==> config.mk <==
export PLATFORM = sky130hd
export DESIGN_NAME = bump_turn_avoidance_controller_flat
export DESIGN_NICKNAME = d
export VERILOG_FILES = /design/src/design/btac_pkg.sv /design/src/design/btac_req_if.sv /design/src/design/btac_res_if.sv /design/src/design/btac_core.sv /design/src/design/bump_turn_avoidance_controller.sv /design/src/flat_wrapper.sv
export SDC_FILE = /design/constraint.sdc
export NUM_CORES = 1
export LEC_CHECK = 0
export BUFFER_PORTS_ARGS = -buffer_cell sky130_fd_sc_hd__buf_2
export CAP_MARGIN = 25
export CORE_ASPECT_RATIO = 0.5
export CORE_MARGIN = 5
export CORE_UTILIZATION = 50
export DETAILED_ROUTE_END_ITERATION = 8
export PLACE_DENSITY = 0.7
export SLEW_MARGIN = 20
export SYNTH_ARGS = -nofsm -noshare
export SYNTH_HDL_FRONTEND = slang
export SYNTH_SLANG_ARGS = --single-unit
==> constraint.sdc <==
create_clock -name clk -period 9.98 [get_ports clk]
set_input_delay 0.499 -clock clk [delete_from_list [all_inputs] [get_ports clk]]
set_output_delay 0.499 -clock clk [all_outputs]
set_load 0.05 [all_outputs]
==> src/design/btac_pkg.sv <==
// Shared types, register map and reset values for the bump-and-turn controller.
package btac_pkg;

	localparam int unsigned ADDR_W = 4;
	localparam int unsigned DATA_W = 32;

	typedef enum logic [1:0] {
		REG_REVERSE_TIME = 2'd0,
		REG_TURN_TIME    = 2'd1,
		REG_DRIVE_SPEED  = 2'd2
	} reg_idx_t;

	typedef enum logic [1:0] {
		MODE_FORWARD = 2'd0,
		MODE_LEFT    = 2'd1,
		MODE_RIGHT   = 2'd2,
		MODE_FRONT   = 2'd3
	} mode_t;

	localparam logic [15:0] REVERSE_TIME_RST = 16'd1000;
	localparam logic [15:0] TURN_TIME_RST    = 16'd1000;
	localparam logic [15:0] DRIVE_SPEED_RST  = 16'd12800;

	typedef struct packed {
		logic [15:0] reverse_time_ms;
		logic [15:0] turn_time_ms;
		logic [15:0] drive_speed;
	} cfg_t;

endpackage

==> src/design/btac_req_if.sv <==
// Request channel: one control tick with timestamp and bump flags.
interface btac_req_if;
	logic        valid;
	logic        ready;
	logic [31:0] now_ms;
	logic        left_bumper;
	logic        right_bumper;

	modport source (output valid, output now_ms, output left_bumper, output right_bumper,
		input ready);
	modport sink (input valid, input now_ms, input left_bumper, input right_bumper,
		output ready);
endinterface

==> src/design/btac_res_if.sv <==
// Result channel: mode and motor settings after each tick.
interface btac_res_if;
	logic        valid;
	logic        ready;
	logic [1:0]  mode;
	logic        motors_running;
	logic        right_reverse;
	logic        left_reverse;
	logic [15:0] speed_out;

	modport source (output valid, output mode, output motors_running,
		output right_reverse, output left_reverse, output speed_out, input ready);
	modport sink (input valid, input mode, input motors_running,
		input right_reverse, input left_reverse, input speed_out, output ready);
endinterface

==> src/design/btac_core.sv <==
// Tick pipeline: input register, mode state update and result register.
module btac_core (
	input  logic           clk,
	input  logic           arst_n,
	input  btac_pkg::cfg_t cfg,
	btac_req_if.sink       req,
	btac_res_if.source     res
);

	logic        valid_s1;
	logic [31:0] now_s1;
	logic        left_bumper_s1;
	logic        right_bumper_s1;

	logic        res_valid_q;
	btac_pkg::mode_t mode_q;
	logic        pending_q;
	logic [31:0] entry_q;
	logic        run_q;
	logic        right_rev_q;
	logic        left_rev_q;
	logic [15:0] speed_q;

	btac_pkg::mode_t mode_d;
	logic        pending_d;
	logic [31:0] entry_d;
	logic        right_rev_d;
	logic        left_rev_d;
	logic        apply;
	logic [31:0] elapsed;
	logic [17:0] limit;
	logic        advance;

	assign advance   = valid_s1 && (!res_valid_q || res.ready);
	assign req.ready = !valid_s1 || advance;

	always_comb begin
		mode_d      = mode_q;
		pending_d   = 1'b0;
		entry_d     = pending_q ? now_s1 : entry_q;
		right_rev_d = right_rev_q;
		left_rev_d  = left_rev_q;
		apply       = 1'b0;
		elapsed     = now_s1 - entry_d;
		limit       = {2'b00, cfg.reverse_time_ms} + {2'b00, cfg.turn_time_ms}
			+ ((mode_q == btac_pkg::MODE_FRONT) ? {2'b00, cfg.turn_time_ms} : 18'd0);
		if (mode_q == btac_pkg::MODE_FORWARD) begin
			if (pending_q) begin
				apply       = 1'b1;
				right_rev_d = 1'b0;
				left_rev_d  = 1'b0;
			end
			priority if (left_bumper_s1 && right_bumper_s1) begin
				mode_d = btac_pkg::MODE_FRONT;
			end else if (right_bumper_s1) begin
				mode_d = btac_pkg::MODE_RIGHT;
			end else if (left_bumper_s1) begin
				mode_d = btac_pkg::MODE_LEFT;
			end
		end else begin
			if (pending_q) begin
				apply       = 1'b1;
				right_rev_d = 1'b1;
				left_rev_d  = 1'b1;
			end
			if (elapsed > {16'd0, cfg.reverse_time_ms}) begin
				apply       = 1'b1;
				right_rev_d = (mode_q != btac_pkg::MODE_RIGHT);
				left_rev_d  = (mode_q == btac_pkg::MODE_RIGHT);
			end
			if (elapsed > {14'd0, limit}) begin
				mode_d = btac_pkg::MODE_FORWARD;
			end
		end
		pending_d = (mode_d != mode_q);
	end

	always_ff @(posedge clk or negedge arst_n) begin
		if (!arst_n) begin
			valid_s1    <= 1'b0;
			res_valid_q <= 1'b0;
			mode_q      <= btac_pkg::MODE_FORWARD;
			pending_q   <= 1'b1;
			entry_q     <= '0;
			run_q       <= 1'b0;
			right_rev_q <= 1'b0;
			left_rev_q  <= 1'b0;
			speed_q     <= '0;
		end else begin
			if (req.ready) begin
				valid_s1 <= req.valid;
			end
			if (advance) begin
				res_valid_q <= 1'b1;
				mode_q      <= mode_d;
				pending_q   <= pending_d;
				entry_q     <= entry_d;
				if (apply) begin
					run_q       <= 1'b1;
					right_rev_q <= right_rev_d;
					left_rev_q  <= left_rev_d;
					speed_q     <= cfg.drive_speed;
				end
			end else if (res.ready) begin
				res_valid_q <= 1'b0;
			end
		end
	end

	always_ff @(posedge clk) begin
		if (req.valid && req.ready) begin
			now_s1          <= req.now_ms;
			left_bumper_s1  <= req.left_bumper;
			right_bumper_s1 <= req.right_bumper;
		end
	end

	assign res.valid          = res_valid_q;
	assign res.mode           = mode_q;
	assign res.motors_running = run_q;
	assign res.right_reverse  = right_rev_q;
	assign res.left_reverse   = left_rev_q;
	assign res.speed_out      = speed_q;

endmodule

==> src/design/bump_turn_avoidance_controller.sv <==
// Top level of the bump-and-turn controller: register port and tick pipeline.
//
//   channel | dir | payload                                        | accepted when
//   req     | in  | now_ms, left_bumper, right_bumper              | valid && ready
//   res     | out | mode, motors_running, right/left_reverse, speed | valid && ready
//   apb     | in  | reverse_time_ms, turn_time_ms, drive_speed     | psel&penable&pwrite
//
// One request per cycle while the result is not stalled; a taken request passes the
// input register, then the result register, and updates the mode state once.
// Reset clears mode to forward with entry actions pending and motors stopped.
// A stalled result holds the input register; new requests wait only when both are full.
module bump_turn_avoidance_controller (
	input  logic                          clk,
	input  logic                          arst_n,
	btac_req_if.sink                      req,
	btac_res_if.source                    res,
	input  logic                          psel,
	input  logic                          penable,
	input  logic                          pwrite,
	input  logic [btac_pkg::ADDR_W-1:0]   paddr,
	input  logic [btac_pkg::DATA_W-1:0]   pwdata,
	output logic [btac_pkg::DATA_W-1:0]   prdata,
	output logic                          pready
);

	btac_pkg::cfg_t cfg_q;
	btac_pkg::reg_idx_t idx;
	logic wr_en;

	assign idx    = btac_pkg::reg_idx_t'(paddr[3:2]);
	assign pready = 1'b1;
	assign wr_en  = psel && penable && pwrite && pready;

	always_ff @(posedge clk or negedge arst_n) begin
		if (!arst_n) begin
			cfg_q.reverse_time_ms <= btac_pkg::REVERSE_TIME_RST;
			cfg_q.turn_time_ms    <= btac_pkg::TURN_TIME_RST;
			cfg_q.drive_speed     <= btac_pkg::DRIVE_SPEED_RST;
		end else if (wr_en) begin
			unique case (idx)
				btac_pkg::REG_REVERSE_TIME: cfg_q.reverse_time_ms <= pwdata[15:0];
				btac_pkg::REG_TURN_TIME:    cfg_q.turn_time_ms    <= pwdata[15:0];
				btac_pkg::REG_DRIVE_SPEED:  cfg_q.drive_speed     <= pwdata[15:0];
				default: ;
			endcase
		end
	end

	always_comb begin
		unique case (idx)
			btac_pkg::REG_REVERSE_TIME: prdata = {16'd0, cfg_q.reverse_time_ms};
			btac_pkg::REG_TURN_TIME:    prdata = {16'd0, cfg_q.turn_time_ms};
			btac_pkg::REG_DRIVE_SPEED:  prdata = {16'd0, cfg_q.drive_speed};
			default:                    prdata = '0;
		endcase
	end

	btac_core u_core (
		.clk    (clk),
		.arst_n (arst_n),
		.cfg    (cfg_q),
		.req    (req),
		.res    (res)
	);

endmodule
==> src/flat_wrapper.sv <==
// flat-port wrapper written by rule: the top's interface ports become plain ports
module bump_turn_avoidance_controller_flat 
  (clk, arst_n, psel, penable, pwrite, paddr, pwdata, prdata, pready, req_valid, req_now_ms, req_left_bumper, req_right_bumper, req_ready, res_valid, res_mode, res_motors_running, res_right_reverse, res_left_reverse, res_speed_out, res_ready);
  btac_req_if req_i ();
  btac_res_if res_i ();
  input  logic clk;
  input  logic arst_n;
  input  logic psel;
  input  logic penable;
  input  logic pwrite;
  input  logic [btac_pkg::ADDR_W-1:0] paddr;
  input  logic [btac_pkg::DATA_W-1:0] pwdata;
  output logic [btac_pkg::DATA_W-1:0] prdata;
  output logic pready;
  input wire logic [$bits(req_i.valid)-1:0] req_valid;
  input wire logic [$bits(req_i.now_ms)-1:0] req_now_ms;
  input wire logic [$bits(req_i.left_bumper)-1:0] req_left_bumper;
  input wire logic [$bits(req_i.right_bumper)-1:0] req_right_bumper;
  output wire logic [$bits(req_i.ready)-1:0] req_ready;
  output wire logic [$bits(res_i.valid)-1:0] res_valid;
  output wire logic [$bits(res_i.mode)-1:0] res_mode;
  output wire logic [$bits(res_i.motors_running)-1:0] res_motors_running;
  output wire logic [$bits(res_i.right_reverse)-1:0] res_right_reverse;
  output wire logic [$bits(res_i.left_reverse)-1:0] res_left_reverse;
  output wire logic [$bits(res_i.speed_out)-1:0] res_speed_out;
  input wire logic [$bits(res_i.ready)-1:0] res_ready;
  assign req_i.valid = req_valid;
  assign req_i.now_ms = req_now_ms;
  assign req_i.left_bumper = req_left_bumper;
  assign req_i.right_bumper = req_right_bumper;
  assign req_ready = req_i.ready;
  assign res_valid = res_i.valid;
  assign res_mode = res_i.mode;
  assign res_motors_running = res_i.motors_running;
  assign res_right_reverse = res_i.right_reverse;
  assign res_left_reverse = res_i.left_reverse;
  assign res_speed_out = res_i.speed_out;
  assign res_i.ready = res_ready;
  bump_turn_avoidance_controller u_core (.clk(clk), .arst_n(arst_n), .req(req_i), .res(res_i), .psel(psel), .penable(penable), .pwrite(pwrite), .paddr(paddr), .pwdata(pwdata), .prdata(prdata), .pready(pready));
endmodule
==> flow_summary.toml <==
[floorplanning]
rows = 36
start_util = 0.5141
design.die.area_sq_um = 23310
io_pins = 133
core_sq_um = 19640
die_w_um = 211.0
fp.dieH_um = 110.5

[drt]
first_pass_iters = 5
avgViaCountPerCell = 5.879
drtIter0Drc = 643
wl_per_cell_um = 17.92
ant_nets = 0
wirelength_mm = 25.51
route.vias.total = 8366
drc = 0

[setup_path]
path_max_fanout = 72
cp.arrival_ns = 6.63
critPathRequiredTime_ns = 10.32
worstSetupPathType = "reg2reg"
cp-end-kind = "flip-flop"
crit_path_start_kind = "flip-flop"

[sta]
skew_ns = 0.009789
min_period_over_period = 0.6297
setup_viol = 0
tightest_slew_ns = 0.8984
slew_headroom = 0.4010
hold_viol = 0
layout_setup_ws_ns = 3.695
rsz0062_at_grt = "false"
finalMaxSlewViolations = 0
fmax_mhz = 159.1
tns_ns = 0
period_needed_ns = 6.285

[logic_synthesis]
ys_ff_latch = 138
yosys-top-cells-area = "dfrtp_1, ha_1, edfxtp_1"
yosysWarnings = 0
ys_types = 73
synth_area_sq_um = 10100
synth_async_sr_flop_share = 0.7536
synth_top_area_share = 0.2181
synth_edf_count = 34
syn_inst = 1071
ys.flop_type = "dfrtp_1"
seq_area_frac_synth = 0.3609
syn_avg_cell_area_sq_um = 9.427
synth_top_area_cell = "dfrtp_1"

[clocking]
cts_setup_buffers = 0
clk_pin_slew_ns = 0.06
clkLatencyLatePin_ns = 0.43
cts_buffer_depth = 2
cts_tree = "done"
hold_buffers = 0
cts_sinks = 138
cts_made_buffers = 17
cts_resized = 0
h-tree-depth = 4
root_buffer = "clkbuf_16"

[grt]
grt_usage = 0.2190
first_global_vias = 8225
antenna_found_initial = 0
overflow = 0
grt_max_degree = 82
grt_pass1_wl_mm = 42.02

[place]
gp_congestion = 0.9155
dp_slack_ns = 3.669
io_buffers = 97
dp_hpwl_mm = 18.90
dp.cells = 1391

[run]
maxCapViolations = 0

[layout]
nets = 1319
stdcell_count = 1423
n_antenna_cell = 0
area_growth_pct = 12.15
regArea_sq_um = 3643
multi_input_area_sq_um = 6060
nFillCells = 1742
final_layout_size_suffix_gt1_frac = 0.1858

[power_and_ir_drop]
ir_drop_uv = 140.7
p_leak_uw = 0.005367
finalPower_uw = 3142
powerDensity_nw_per_um2 = 277.5

[worst_hold_path]
hp-class = "in2async"

[status]
status = "completed"
[synth_stat cells, drive strengths merged, types with 4 or more instances]
| library cell | n |
|---|---|
| o21bai | 8 |
| a221oi | 17 |
| nor4 | 7 |
| or3 | 8 |
| nor2b | 15 |
| a211oi | 11 |
| and2 | 24 |
| dfstp | 16 |
| and2b | 10 |
| o21a | 14 |
| o211ai | 25 |
| dfrtp | 88 |
| a21oi | 50 |
| xnor2 | 14 |
| a31oi | 5 |
| xor2 | 15 |
| nor3 | 18 |
| a21o | 32 |
| buf | 23 |
| nand3 | 33 |
| inv | 32 |
| o31ai | 6 |
| nand2b | 13 |
| o2111ai | 4 |
| edfxtp | 34 |
| and3 | 21 |
| a211o | 5 |
| or2 | 5 |
| ha | 96 |
| mux2 | 36 |
| nand4 | 12 |
| o21ai | 92 |
| clkbuf | 45 |
| nand2 | 118 |
| mux2i | 47 |
| nor2 | 36 |
[path summary, 6_finish.rpt]
| check | depth (start not counted) | from | to | slack [ns] |
|---|---|---|---|---|
| max reg2reg | 22 | u_core.u_core.pending_q | u_core.u_core.res.right_reverse | 3.70 |
| max | 22 | u_core.u_core.pending_q | u_core.u_core.res.right_reverse | 3.70 |
| min | 1 | arst_n | u_core.u_core.entry_q[23] | 0.03 |
| min reg2reg | 2 | u_core.u_core.entry_q[5] | u_core.u_core.entry_q[5] | 0.48 |
| min in group clk | 1 | req_now_ms[7] | u_core.u_core.now_s1[7] | 0.24 |
| max in group asynchronous | 2 | arst_n | u_core.cfg_q[47] | 8.67 |
[metal layers]
layer  track usage  share of wire
met5             0              0
met4       0.06992          0.026
met3       0.04476          0.048
met2        0.3363           0.44
met1        0.3106           0.48
[state kept, by name, summed over array words and instances (netlist names)]
signal / flops
u_core.cfg_q: 48
u_core.u_core.entry_q: 32
u_core.u_core.left_bumper_s1: 1
u_core.u_core.now_s1: 32
u_core.u_core.pending_q: 1
u_core.u_core.res.left_reverse: 1
u_core.u_core.res.mode: 2
u_core.u_core.res.motors_running: 1
u_core.u_core.res.right_reverse: 1
u_core.u_core.res.speed_out: 16
u_core.u_core.res.valid: 1
u_core.u_core.right_bumper_s1: 1
u_core.u_core.valid_s1: 1
[cell families (layout without fill, tap and decap cells)]
logic type | count (synthesis) | count (layout) | synth area share
simple gates | 330 | 330 | 0.1652
compound gates | 291 | 291 | 0.1926
flops | 138 | 138 | 0.3609
buf+inv | 100 | 171 | 0.04573
fa+ha+maj | 98 | 98 | 0.1229
mux | 83 | 83 | 0.08675
xor+xnor | 29 | 29 | 0.02516
other cells | 2 | 17 | 0.0007439
[per-stage QoR]
step                      utilization  hold WS [ns]  area (sq um)
after CTS                      0.5765       0.04912         11320
after global routing           0.5765       0.06887         11320
after floorplan                     -        0.2034         10150
after global placement         0.5458        0.4516         10720
after detailed placement       0.5458        0.4642         10720
final                          0.5765       0.03338         11320
[power breakdown]
part | total [uW] | switching, uW | internal (uW)
Sequential | 830 | 112 | 718
Combinational | 1660 | 1020 | 637
Clock | 652 | 259 | 393
Total | 3140 | 1390 | 1750
[layout by cell type, fill, tap and decap left out, drive strengths merged, types with 24 or more instances in the layout]
cell and n:
edfxtp 34, nor2 36, and2 24, o21ai 92
mux2i 47, a21oi 50, inv 33, buf 107
mux2 36, o211ai 25, a21o 32, ha 96
nand3 33, dfrtp 88, nand2 118
[critical path, cell delays in order (launching register included)]
cell,delay [ns]
dfstp_2,0.52
buf_4,0.68
mux2_2,0.31
ha_1,0.16
inv_1,0.05
fa_1,0.43
a211oi_2,0.23
o21ai_1,0.15
a21oi_1,0.43
o21ai_0,0.19
xor2_1,0.20
ha_1,0.34
nand4_1,0.10
or3_1,0.37
nand2b_1,0.16
and3_1,0.18
a221o_1,0.34
a211oi_1,0.27
o211ai_1,0.18
nor4_4,0.16
buf_4,0.41
nor4_1,0.09
a211oi_1,0.20
[layout make-up]
class	count	share of cell area
Clock inverter	14	0.01536
Inverter	32	0.01061
Multi-Input combinational cell	848	0.5352
Clock buffer	18	0.03790
Timing Repair Buffer	107	0.04973
Tap cell	266	0.02940
Sequential cell	138	0.3218
(Power assumes the default switching activity.)
